$ cat config.mk
export PLATFORM = sky130hd
export DESIGN_NAME = encoder_balanced_drive_move
export DESIGN_NICKNAME = d
export VERILOG_FILES = /design/src/rtl/ebd_pkg.sv /design/src/rtl/ebd_core.sv /design/src/rtl/encoder_balanced_drive_move.sv
export SDC_FILE = /design/constraint.sdc
export NUM_CORES = 1
export LEC_CHECK = 0
export ABC_CLOCK_PERIOD_IN_PS = 13600
export BUFFER_PORTS_ARGS = -buffer_cell sky130_fd_sc_hd__buf_2
export CAP_MARGIN = 15
export CORE_ASPECT_RATIO = 2
export CORE_MARGIN = 1.5
export CORE_UTILIZATION = 48
export CTS_CLUSTER_DIAMETER = 30
export CTS_CLUSTER_SIZE = 16
export DETAILED_ROUTE_END_ITERATION = 12
export PLACE_DENSITY = 0.64
export SLEW_MARGIN = 40
export SYNTH_ARGS = -nofsm -noshare
export SYNTH_HDL_FRONTEND = slang
export SYNTH_HIERARCHICAL = 1
export SYNTH_SLANG_ARGS = --single-unit
$ cat constraint.sdc
create_clock -name clk_i -period 13.6 [get_ports clk_i]
set_input_delay 0.68 -clock clk_i [delete_from_list [all_inputs] [get_ports clk_i]]
set_output_delay 0.68 -clock clk_i [all_outputs]
set_load 0.02 [all_outputs]
$ cat src/rtl/ebd_pkg.sv
// Shared constants, codes and beat types for the balanced two-wheel move controller.
`default_nettype none

package ebd_pkg;

  // Default datapath widths
  localparam int unsigned DUTY_BITS_DEF  = 10;
  localparam int unsigned COUNT_BITS_DEF = 16;

  // Field widths of the stream beats
  localparam int unsigned ROT_W   = 16;
  localparam int unsigned SPEED_W = 10;
  localparam int unsigned OUTD_W  = 10;
  localparam int unsigned TICKS_W = 10;
  localparam int unsigned THR_W   = 8;

  localparam int unsigned IN_TDATA_W  = 48;
  localparam int unsigned OUT_TDATA_W = 24;

  // Configuration port
  localparam int unsigned CFG_ADDR_W = 1;
  localparam int unsigned CFG_DATA_W = 10;
  localparam logic [CFG_ADDR_W-1:0] CFG_WINDOW_MS = 1'd0;
  localparam logic [CFG_ADDR_W-1:0] CFG_THRESHOLD = 1'd1;

  localparam logic [TICKS_W-1:0] WINDOW_MS_RST = 10'd100;
  localparam logic [THR_W-1:0]   THRESHOLD_RST = 8'd2;

  // Move phase codes; the unused code behaves as idle
  localparam logic [1:0] PH_IDLE   = 2'd0;
  localparam logic [1:0] PH_DRIVE  = 2'd1;
  localparam logic [1:0] PH_FINISH = 2'd2;

  typedef struct packed {
    logic [THR_W-1:0]   threshold;
    logic [TICKS_W-1:0] window_ms;
  } cfg_t;

  typedef struct packed {
    logic               ms_tick;
    logic               right_edge;
    logic               left_edge;
    logic               right_reverse;
    logic               left_reverse;
    logic [SPEED_W-1:0] speed;
    logic [ROT_W-1:0]   right_rotations;
    logic [ROT_W-1:0]   left_rotations;
    logic               start_req;
  } item_t;

  typedef struct packed {
    logic              done_res;
    logic              busy_res;
    logic              right_dir_out;
    logic              left_dir_out;
    logic [OUTD_W-1:0] right_duty;
    logic [OUTD_W-1:0] left_duty;
  } result_t;

endpackage

`default_nettype wire

$ cat src/rtl/ebd_core.sv
// Move state registers and the single-pass update for one input beat.
`default_nettype none

module ebd_core #(
  parameter int unsigned DUTY_BITS  = ebd_pkg::DUTY_BITS_DEF,
  parameter int unsigned COUNT_BITS = ebd_pkg::COUNT_BITS_DEF
) (
  input  wire logic            clk_i,
  input  wire logic            rst_ni,
  input  wire logic            step_i,
  input  wire ebd_pkg::item_t  item_i,
  input  wire ebd_pkg::cfg_t   cfg_i,
  output ebd_pkg::result_t     res_o
);

  localparam int unsigned PW = COUNT_BITS + 1;
  localparam logic [PW-1:0] PROG_MAX = {PW{1'b1}};
  localparam logic [DUTY_BITS-1:0] DUTY_MAX = {DUTY_BITS{1'b1}};
  localparam logic [ebd_pkg::TICKS_W-1:0] TICKS_MAX = {ebd_pkg::TICKS_W{1'b1}};

  logic [1:0]                    phase_q, phase_d;
  logic [PW-1:0]                 lprog_q, lprog_d, rprog_q, rprog_d;
  logic [COUNT_BITS-1:0]         lgoal_q, lgoal_d, rgoal_q, rgoal_d;
  logic [DUTY_BITS-1:0]          base_q, base_d, trim_q, trim_d;
  logic [ebd_pkg::TICKS_W-1:0]   ticks_q, ticks_d;
  logic [PW-1:0]                 lbase_q, lbase_d, rbase_q, rbase_d;
  logic                          ldir_q, ldir_d, rdir_q, rdir_d;

  logic                          active;
  logic [PW-1:0]                 lprog_inc, rprog_inc;
  logic [ebd_pkg::TICKS_W-1:0]   ticks_inc;
  logic                          window_end;
  logic [PW-1:0]                 dl, dr;
  logic                          raise, lower;
  logic [DUTY_BITS-1:0]          trim_up;
  logic                          done;
  logic [DUTY_BITS-1:0]          ld, rd;

  assign active = (phase_q == ebd_pkg::PH_DRIVE) || (phase_q == ebd_pkg::PH_FINISH);

  // Saturating edge counts and window tick count
  assign lprog_inc = (item_i.left_edge && lprog_q != PROG_MAX) ? lprog_q + 1'b1 : lprog_q;
  assign rprog_inc = (item_i.right_edge && rprog_q != PROG_MAX) ? rprog_q + 1'b1 : rprog_q;
  assign ticks_inc = (ticks_q == TICKS_MAX) ? ticks_q : ticks_q + 1'b1;
  assign window_end = !(ticks_inc < cfg_i.window_ms);

  // Edges gained by each wheel since the window started
  assign dl = (lprog_inc >= lbase_q) ? lprog_inc - lbase_q : '0;
  assign dr = (rprog_inc >= rbase_q) ? rprog_inc - rbase_q : '0;
  assign raise = {1'b0, dl} >= ({1'b0, dr} + (PW+1)'(cfg_i.threshold));
  assign trim_up = (raise && trim_q != DUTY_MAX) ? trim_q + 1'b1 : trim_q;
  assign lower = ({1'b0, dr} >= ({1'b0, dl} + (PW+1)'(cfg_i.threshold))) && (trim_up != '0);

  // Next state for the current beat
  always_comb begin
    phase_d = phase_q;
    lprog_d = lprog_q;
    rprog_d = rprog_q;
    lgoal_d = lgoal_q;
    rgoal_d = rgoal_q;
    base_d  = base_q;
    trim_d  = trim_q;
    ticks_d = ticks_q;
    lbase_d = lbase_q;
    rbase_d = rbase_q;
    ldir_d  = ldir_q;
    rdir_d  = rdir_q;
    done    = 1'b0;
    if (!active) begin
      phase_d = ebd_pkg::PH_IDLE;
      if (item_i.start_req) begin
        lgoal_d = COUNT_BITS'(item_i.left_rotations);
        rgoal_d = COUNT_BITS'(item_i.right_rotations);
        base_d  = DUTY_BITS'(item_i.speed);
        trim_d  = DUTY_BITS'(item_i.speed);
        ldir_d  = item_i.left_reverse;
        rdir_d  = item_i.right_reverse;
        lprog_d = '0;
        rprog_d = '0;
        ticks_d = '0;
        lbase_d = '0;
        rbase_d = '0;
        phase_d = ebd_pkg::PH_DRIVE;
      end
    end else begin
      lprog_d = lprog_inc;
      rprog_d = rprog_inc;
      if (phase_q == ebd_pkg::PH_DRIVE) begin
        if (item_i.ms_tick) begin
          if (window_end) begin
            trim_d  = lower ? trim_up - 1'b1 : trim_up;
            ticks_d = '0;
            lbase_d = lprog_inc;
            rbase_d = rprog_inc;
          end else begin
            ticks_d = ticks_inc;
          end
        end
        if (lprog_inc > PW'(lgoal_q)) begin
          phase_d = ebd_pkg::PH_FINISH;
        end
      end
      if (phase_d == ebd_pkg::PH_FINISH && rprog_inc >= PW'(rgoal_q)) begin
        phase_d = ebd_pkg::PH_IDLE;
        done    = 1'b1;
      end
    end
  end

  // Result drawn from the state after the beat
  always_comb begin
    ld = '0;
    rd = '0;
    if (phase_d == ebd_pkg::PH_DRIVE) begin
      ld = base_d;
      rd = (rprog_d >= PW'(rgoal_d)) ? '0 : trim_d;
    end else if (phase_d == ebd_pkg::PH_FINISH) begin
      rd = trim_d;
    end
  end

  assign res_o.left_duty     = ebd_pkg::OUTD_W'(ld);
  assign res_o.right_duty    = ebd_pkg::OUTD_W'(rd);
  assign res_o.left_dir_out  = ldir_d;
  assign res_o.right_dir_out = rdir_d;
  assign res_o.busy_res      = (phase_d != ebd_pkg::PH_IDLE);
  assign res_o.done_res      = done;

  // State registers advance only when a beat is processed
  always_ff @(posedge clk_i or negedge rst_ni) begin
    if (!rst_ni) begin
      phase_q <= ebd_pkg::PH_IDLE;
      lprog_q <= '0;
      rprog_q <= '0;
      lgoal_q <= '0;
      rgoal_q <= '0;
      base_q  <= '0;
      trim_q  <= '0;
      ticks_q <= '0;
      lbase_q <= '0;
      rbase_q <= '0;
      ldir_q  <= 1'b0;
      rdir_q  <= 1'b0;
    end else if (step_i) begin
      phase_q <= phase_d;
      lprog_q <= lprog_d;
      rprog_q <= rprog_d;
      lgoal_q <= lgoal_d;
      rgoal_q <= rgoal_d;
      base_q  <= base_d;
      trim_q  <= trim_d;
      ticks_q <= ticks_d;
      lbase_q <= lbase_d;
      rbase_q <= rbase_d;
      ldir_q  <= ldir_d;
      rdir_q  <= rdir_d;
    end
  end

endmodule

`default_nettype wire

$ cat src/rtl/encoder_balanced_drive_move.sv
// Top level: input beat register, configuration registers and result register.
//
//   Channel   Direction  Beat content
//   s_axis    in         one sample: start command, targets, speed, edges, ms tick
//   m_axis    out        duties, directions, busy and done for that sample
//   cfg       in         register write: 0 window_ms, 1 imbalance_threshold
//
// Each beat is held in the input register and is folded into the move state as its
// result is registered, so the result is offered from the result register; one
// beat per cycle is sustained while m_axis is not stalled.
// The rate is set by the single-pass update of the move state registers.
// Reset returns the move to idle with all counts zero and the registers at defaults.
// A stall on m_axis holds the result register and then the input register.
`default_nettype none

module encoder_balanced_drive_move #(
  parameter int unsigned DUTY_BITS  = ebd_pkg::DUTY_BITS_DEF,
  parameter int unsigned COUNT_BITS = ebd_pkg::COUNT_BITS_DEF
) (
  input  wire logic                                clk_i,
  input  wire logic                                rst_ni,
  // start_req, left_rotations, right_rotations, speed, left_reverse,
  // right_reverse, left_edge, right_edge, ms_tick (from bit 0 up)
  input  wire logic [ebd_pkg::IN_TDATA_W-1:0]      s_axis_tdata_i,
  input  wire logic                                s_axis_tvalid_i,
  output logic                                     s_axis_tready_o,
  // left_duty, right_duty, left_dir_out, right_dir_out, busy_res, done_res
  // (from bit 0 up)
  output logic [ebd_pkg::OUT_TDATA_W-1:0]          m_axis_tdata_o,
  output logic                                     m_axis_tvalid_o,
  input  wire logic                                m_axis_tready_i,
  input  wire logic                                cfg_we_i,
  input  wire logic [ebd_pkg::CFG_ADDR_W-1:0]      cfg_addr_i,
  input  wire logic [ebd_pkg::CFG_DATA_W-1:0]      cfg_wdata_i
);

  ebd_pkg::cfg_t    cfg_q;
  ebd_pkg::item_t   item_q;
  logic             in_valid_q;
  ebd_pkg::result_t res_d, res_q;
  logic             out_valid_q;
  logic             advance;

  // The update stage moves when the result register is free or being drained
  assign advance         = !out_valid_q || m_axis_tready_i;
  assign s_axis_tready_o = !in_valid_q || advance;

  // Configuration registers
  always_ff @(posedge clk_i or negedge rst_ni) begin
    if (!rst_ni) begin
      cfg_q.window_ms <= ebd_pkg::WINDOW_MS_RST;
      cfg_q.threshold <= ebd_pkg::THRESHOLD_RST;
    end else if (cfg_we_i) begin
      unique case (cfg_addr_i)
        ebd_pkg::CFG_WINDOW_MS: cfg_q.window_ms <= ebd_pkg::TICKS_W'(cfg_wdata_i);
        ebd_pkg::CFG_THRESHOLD: cfg_q.threshold <= ebd_pkg::THR_W'(cfg_wdata_i);
        default: ;
      endcase
    end
  end

  // Input beat register
  always_ff @(posedge clk_i or negedge rst_ni) begin
    if (!rst_ni) begin
      in_valid_q <= 1'b0;
    end else if (s_axis_tready_o) begin
      in_valid_q <= s_axis_tvalid_i;
    end
  end

  always_ff @(posedge clk_i) begin
    if (s_axis_tready_o && s_axis_tvalid_i) begin
      item_q <= ebd_pkg::item_t'(s_axis_tdata_i);
    end
  end

  // Move state and update logic
  ebd_core #(
    .DUTY_BITS  (DUTY_BITS),
    .COUNT_BITS (COUNT_BITS)
  ) u_core (
    .clk_i  (clk_i),
    .rst_ni (rst_ni),
    .step_i (in_valid_q && advance),
    .item_i (item_q),
    .cfg_i  (cfg_q),
    .res_o  (res_d)
  );

  // Result register
  always_ff @(posedge clk_i or negedge rst_ni) begin
    if (!rst_ni) begin
      out_valid_q <= 1'b0;
    end else if (advance) begin
      out_valid_q <= in_valid_q;
    end
  end

  always_ff @(posedge clk_i) begin
    if (advance && in_valid_q) begin
      res_q <= res_d;
    end
  end

  assign m_axis_tvalid_o = out_valid_q;
  assign m_axis_tdata_o  = ebd_pkg::OUT_TDATA_W'(res_q);

endmodule

`default_nettype wire

==> impl_metrics.csv <==
group,metric,value,unit
run_status,status,"completed",
setup_path,crit_path_max_fanout,18,
floorplan,die_w,131,um
pwr,power_switching,1.83,mW
synthesis,synth_seq_cells,226,
detailed_routing,drt-total-wl,42.1,mm
final_layout,syn2layout_area_growth,14.9,%
global_routing,antenna_found_initial,0,
detailed_routing,vias_per_cell,5.68,
clocking,cts_num_sinks,226,
floorplan,initial_core_util,48.8,%
synthesis,synthesis.nets,1854,
global_routing,grt_pass1_wl,66.4,mm
detailed_routing,ant_nets,0,
timing,finalClockSkew,29.4,ps
pwr,power_frac_seq,23.0,%
floorplan,core-area,32100,um^2
timing,whs,305,ps
setup_path,path_class,"reg2reg",
pwr,leakagePower,8.52,nW
clocking,cts_setup_buffers,0,
synthesis,async_flop_share,68.1,%
global_routing,grt_max_degree,92,
final_layout,drive_above_1_share,16.5,%
pwr,vdd_ir_drop_max,0.152,mV
timing,fin_tns_setup,0,ps
detailed_routing,dr.pass1.iters,5,
place,hpwlAfterDp,32.4,mm
synthesis,avgSynthCellArea,9.57,um^2
min_path,worstHoldPathCells,1,
synthesis,synth_edf_count,72,
global_routing,grt_pass1_vias,12900,
floorplan,die_area,33800,um^2
place,io_buffer_count,89,
pwr,swShare,43.3,%
timing,min_period_over_period,86.4,%
global_routing,gr-total-overflow,0,
detailed_routing,routedWlPerCell,19.3,um
clocking,postCtsHoldBufs,0,
setup_path,cpPeakStageDelay,720,ps
floorplan,ioPinCount,90,
clocking,cts.path.max_buffers,3,
floorplan,core.rowCount,93,
min_path,hold_path.class,"in2reg",
min_path,holdPathEnd,"item_q[33]",
clocking,cts-resized-gates,0,
setup_path,start_kind,"flop",
global_routing,grt_usage,25.5,%
timing,finalSetupViolCount,0,
clocking,clock_latency,540,ps
min_path,hp-start,"s_axis_tdata_i[33]",
place,gp_congestion,0.952,
clocking,numCtsBuffers,39,
setup_path,r2r-start,"u_core/rprog_q[5]",
timing,max_slew_margin,45.4,%
clocking,path_clk_slew,60,ps
run,max_cap_viol_count,0,
timing,rsz0062_at_grt,"no",
timing,fin_crit,11750,ps
detailed_routing,remaining_drc_errors,0,
timing,tightest_slew,817,ps
setup_path,critPathSlowestCell,"nor2_1",
pwr,p_comb_share,52.4,%
pwr,p_per_area,234,nW/um^2
clocking,htree_num_levels,2,
pwr,internal_power,2.39,mW
setup_path,worstSetupEndpointType,"flop",
setup_path,arrival,12030,ps
synthesis,synth.yosys.seq_area_share,38.5,%
setup_path,r2r_end,"m_axis_tdata_o[13]",
synthesis,syn-instance-count,1636,
synthesis,yosysWarnings,6,
synthesis,synthFlopType,"dfrtp_1",
detailed_routing,num_vias,12400,
setup_path,ff2ff_setup_slack,1850,ps
clocking,cts_root_buffer,"clkbuf_16",
setup_path,reg2regPathDepth,46,
detailed_routing,initialDrtViolationCount,596,
final_layout,final_nets,1942,
floorplan,die-height,258,um
timing,max_freq,85.1,MHz
final_layout,diodes,0,
setup_path,crit_required,13880,ps
timing,hold_viol_final,0,
synthesis,ys_types,76,
pwr,clkPwrFrac,24.6,%
clocking,cts_tree,"built",
timing,slew_viol_final,0,
synthesis,syn_area,15700,um^2
## metrics by stage
step	total power, mW	instances	cell area, um^2	utilization (%)	worst slack (ps)
after floorplan	2.56	1636	15700	-	3560
final	4.21	2182	18000	56.0	1850
after CTS	4.24	2180	18000	55.9	1950
after detailed placement	3.17	2108	16500	51.5	2000
after global routing	4.52	2182	18000	56.0	928
after global placement	3.12	2108	16500	51.5	2290
## critical path: cells and delay by family (launching register included)
family          cells  cell delay (ps)
fa+ha+maj           6             1840
flops               1              440
mux                 1              320
xor+xnor            3              400
simple gates       18             4030
compound gates     16             4260
buf+inv             2              150
## layout make-up
cell class,count,area [um^2]
Fill cell,2894,14100
Multi-Input combinational cell,1223,8940
Sequential cell,226,6020
Clock buffer,45,1060
Timing Repair Buffer,105,602
Tap cell,427,534
Inverter,129,484
Clock inverter,27,357
## worst max-delay path by stage
stage                            from                  to  slack [ps]  cells after the start
global route        u_core/rprog_q[0]  m_axis_tdata_o[13]         930                     46
global placement    u_core/rprog_q[5]  m_axis_tdata_o[17]        2290                     46
detailed placement  u_core/rprog_q[4]  m_axis_tdata_o[17]        2000                     46
floorplan           u_core/rprog_q[4]  m_axis_tdata_o[17]        3560                     51
CTS                 u_core/rprog_q[5]  m_axis_tdata_o[14]        1950                     47
finish              u_core/rprog_q[5]  m_axis_tdata_o[13]        1850                     46
## Yosys cell counts, drive strengths merged, types with 5 or more instances
library cell / number / area, um^2
nand2b: 41 / 264
inv: 128 / 480
nand2: 157 / 592
clkbuf: 44 / 165
mux2i: 31 / 310
a21oi: 80 / 412
a211oi: 18 / 135
nor4: 7 / 43.8
nor3: 19 / 95.1
o211ai: 5 / 37.5
o21a: 14 / 105
a22o: 8 / 70.1
xnor2: 61 / 534
edfxtp: 72 / 2160
nor2b: 28 / 175
nand3b: 5 / 37.5
o21ai: 91 / 467
o21bai: 8 / 60.1
or4: 5 / 37.5
and2: 12 / 75.1
mux2: 89 / 1040
and3: 13 / 81.3
xor2: 41 / 359
dfrtp: 150 / 3750
nand3: 38 / 190
a32o: 5 / 50.1
nor2: 115 / 434
o31a: 5 / 43.8
nand4: 34 / 213
ha: 150 / 1880
buf: 14 / 75.1
a31oi: 14 / 93.8
o31ai: 13 / 97.6
a21o: 55 / 413
or3: 6 / 37.5
## state kept, by name (all words and copies together), names as in the netlist
register,cells
u_core/phase_q,2
u_core/rbase_q,17
u_core/base_q,10
u_core/rgoal_q,16
u_core/trim_q,10
u_core/lprog_q,17
u_core/ticks_q,10
m_axis_tvalid_o,1
m_axis_tdata_o,24
u_core/lbase_q,17
u_core/rdir_q,1
u_core/lgoal_q,16
u_core/rprog_q,17
in_valid_q,1
cfg_q,18
u_core/ldir_q,1
item_q,48
## power by group through the flow
| stage | logic (mW) | clock network [mW] | registers [mW] |
|---|---|---|---|
| after floorplan | 1.62 | 0 | 0.937 |
| after global placement | 2.15 | 0 | 0.969 |
| after detailed placement | 2.19 | 0 | 0.976 |
| after CTS | 2.21 | 1.06 | 0.966 |
| after global routing | 2.45 | 1.09 | 0.985 |
| final | 2.21 | 1.04 | 0.967 |
## routing by layer
layer | routed length (um) | vias to the layer above | global-route usage, %
met3 | 1330 | 143 | 3.24
met2 | 23300 | 301 | 48.8
met1 | 14600 | 5946 | 25.0
li1 | - | 6014 | -
met4 | 2850 | 0 | 16.4
met5 | 0 | - | 0
## cells in the final DEF (no fill, tap or decap), types with 6 or more instances in the layout
cell type | netlist | layout
nand4_1 | 34 | 34
xnor2_1 | 61 | 61
o31ai_1 | 13 | 13
o21ai_0 | 82 | 81
inv_1 | 128 | 128
o21a_1 | 14 | 14
clkinv_8 | 0 | 7
a22o_1 | 8 | 8
nor3_1 | 19 | 19
ha_1 | 150 | 150
or3_1 | 6 | 6
nand2b_1 | 40 | 40
and3_1 | 13 | 13
buf_2 | 3 | 88
buf_4 | 3 | 13
mux2i_1 | 31 | 31
mux2_4 | 10 | 10
nor4_1 | 7 | 7
dfrtp_1 | 150 | 150
xor2_1 | 41 | 41
nor2b_1 | 28 | 28
edfxtp_1 | 72 | 72
nand2_1 | 156 | 155
a31oi_1 | 13 | 13
clkbuf_16 | 0 | 41
a211oi_1 | 18 | 18
a21o_1 | 55 | 55
o21bai_1 | 8 | 8
nor2_1 | 114 | 113
and2_1 | 12 | 9
a21oi_1 | 77 | 77
nand3_1 | 38 | 38
o21ai_1 | 8 | 8
mux2_2 | 79 | 79
## logic make-up (layout without fill, tap and decap cells)
group           Yosys count  count (layout)  share of synthesized area, %
xor+xnor                102             102                          5.71
fa+ha+maj               154             154                          12.5
buf+inv                 187             306                          4.63
compound gates          357             357                          15.1
mux                     120             120                          8.62
flops                   226             226                          38.5
simple gates            490             490                          15.0
Power figures use the tool's default switching activity.
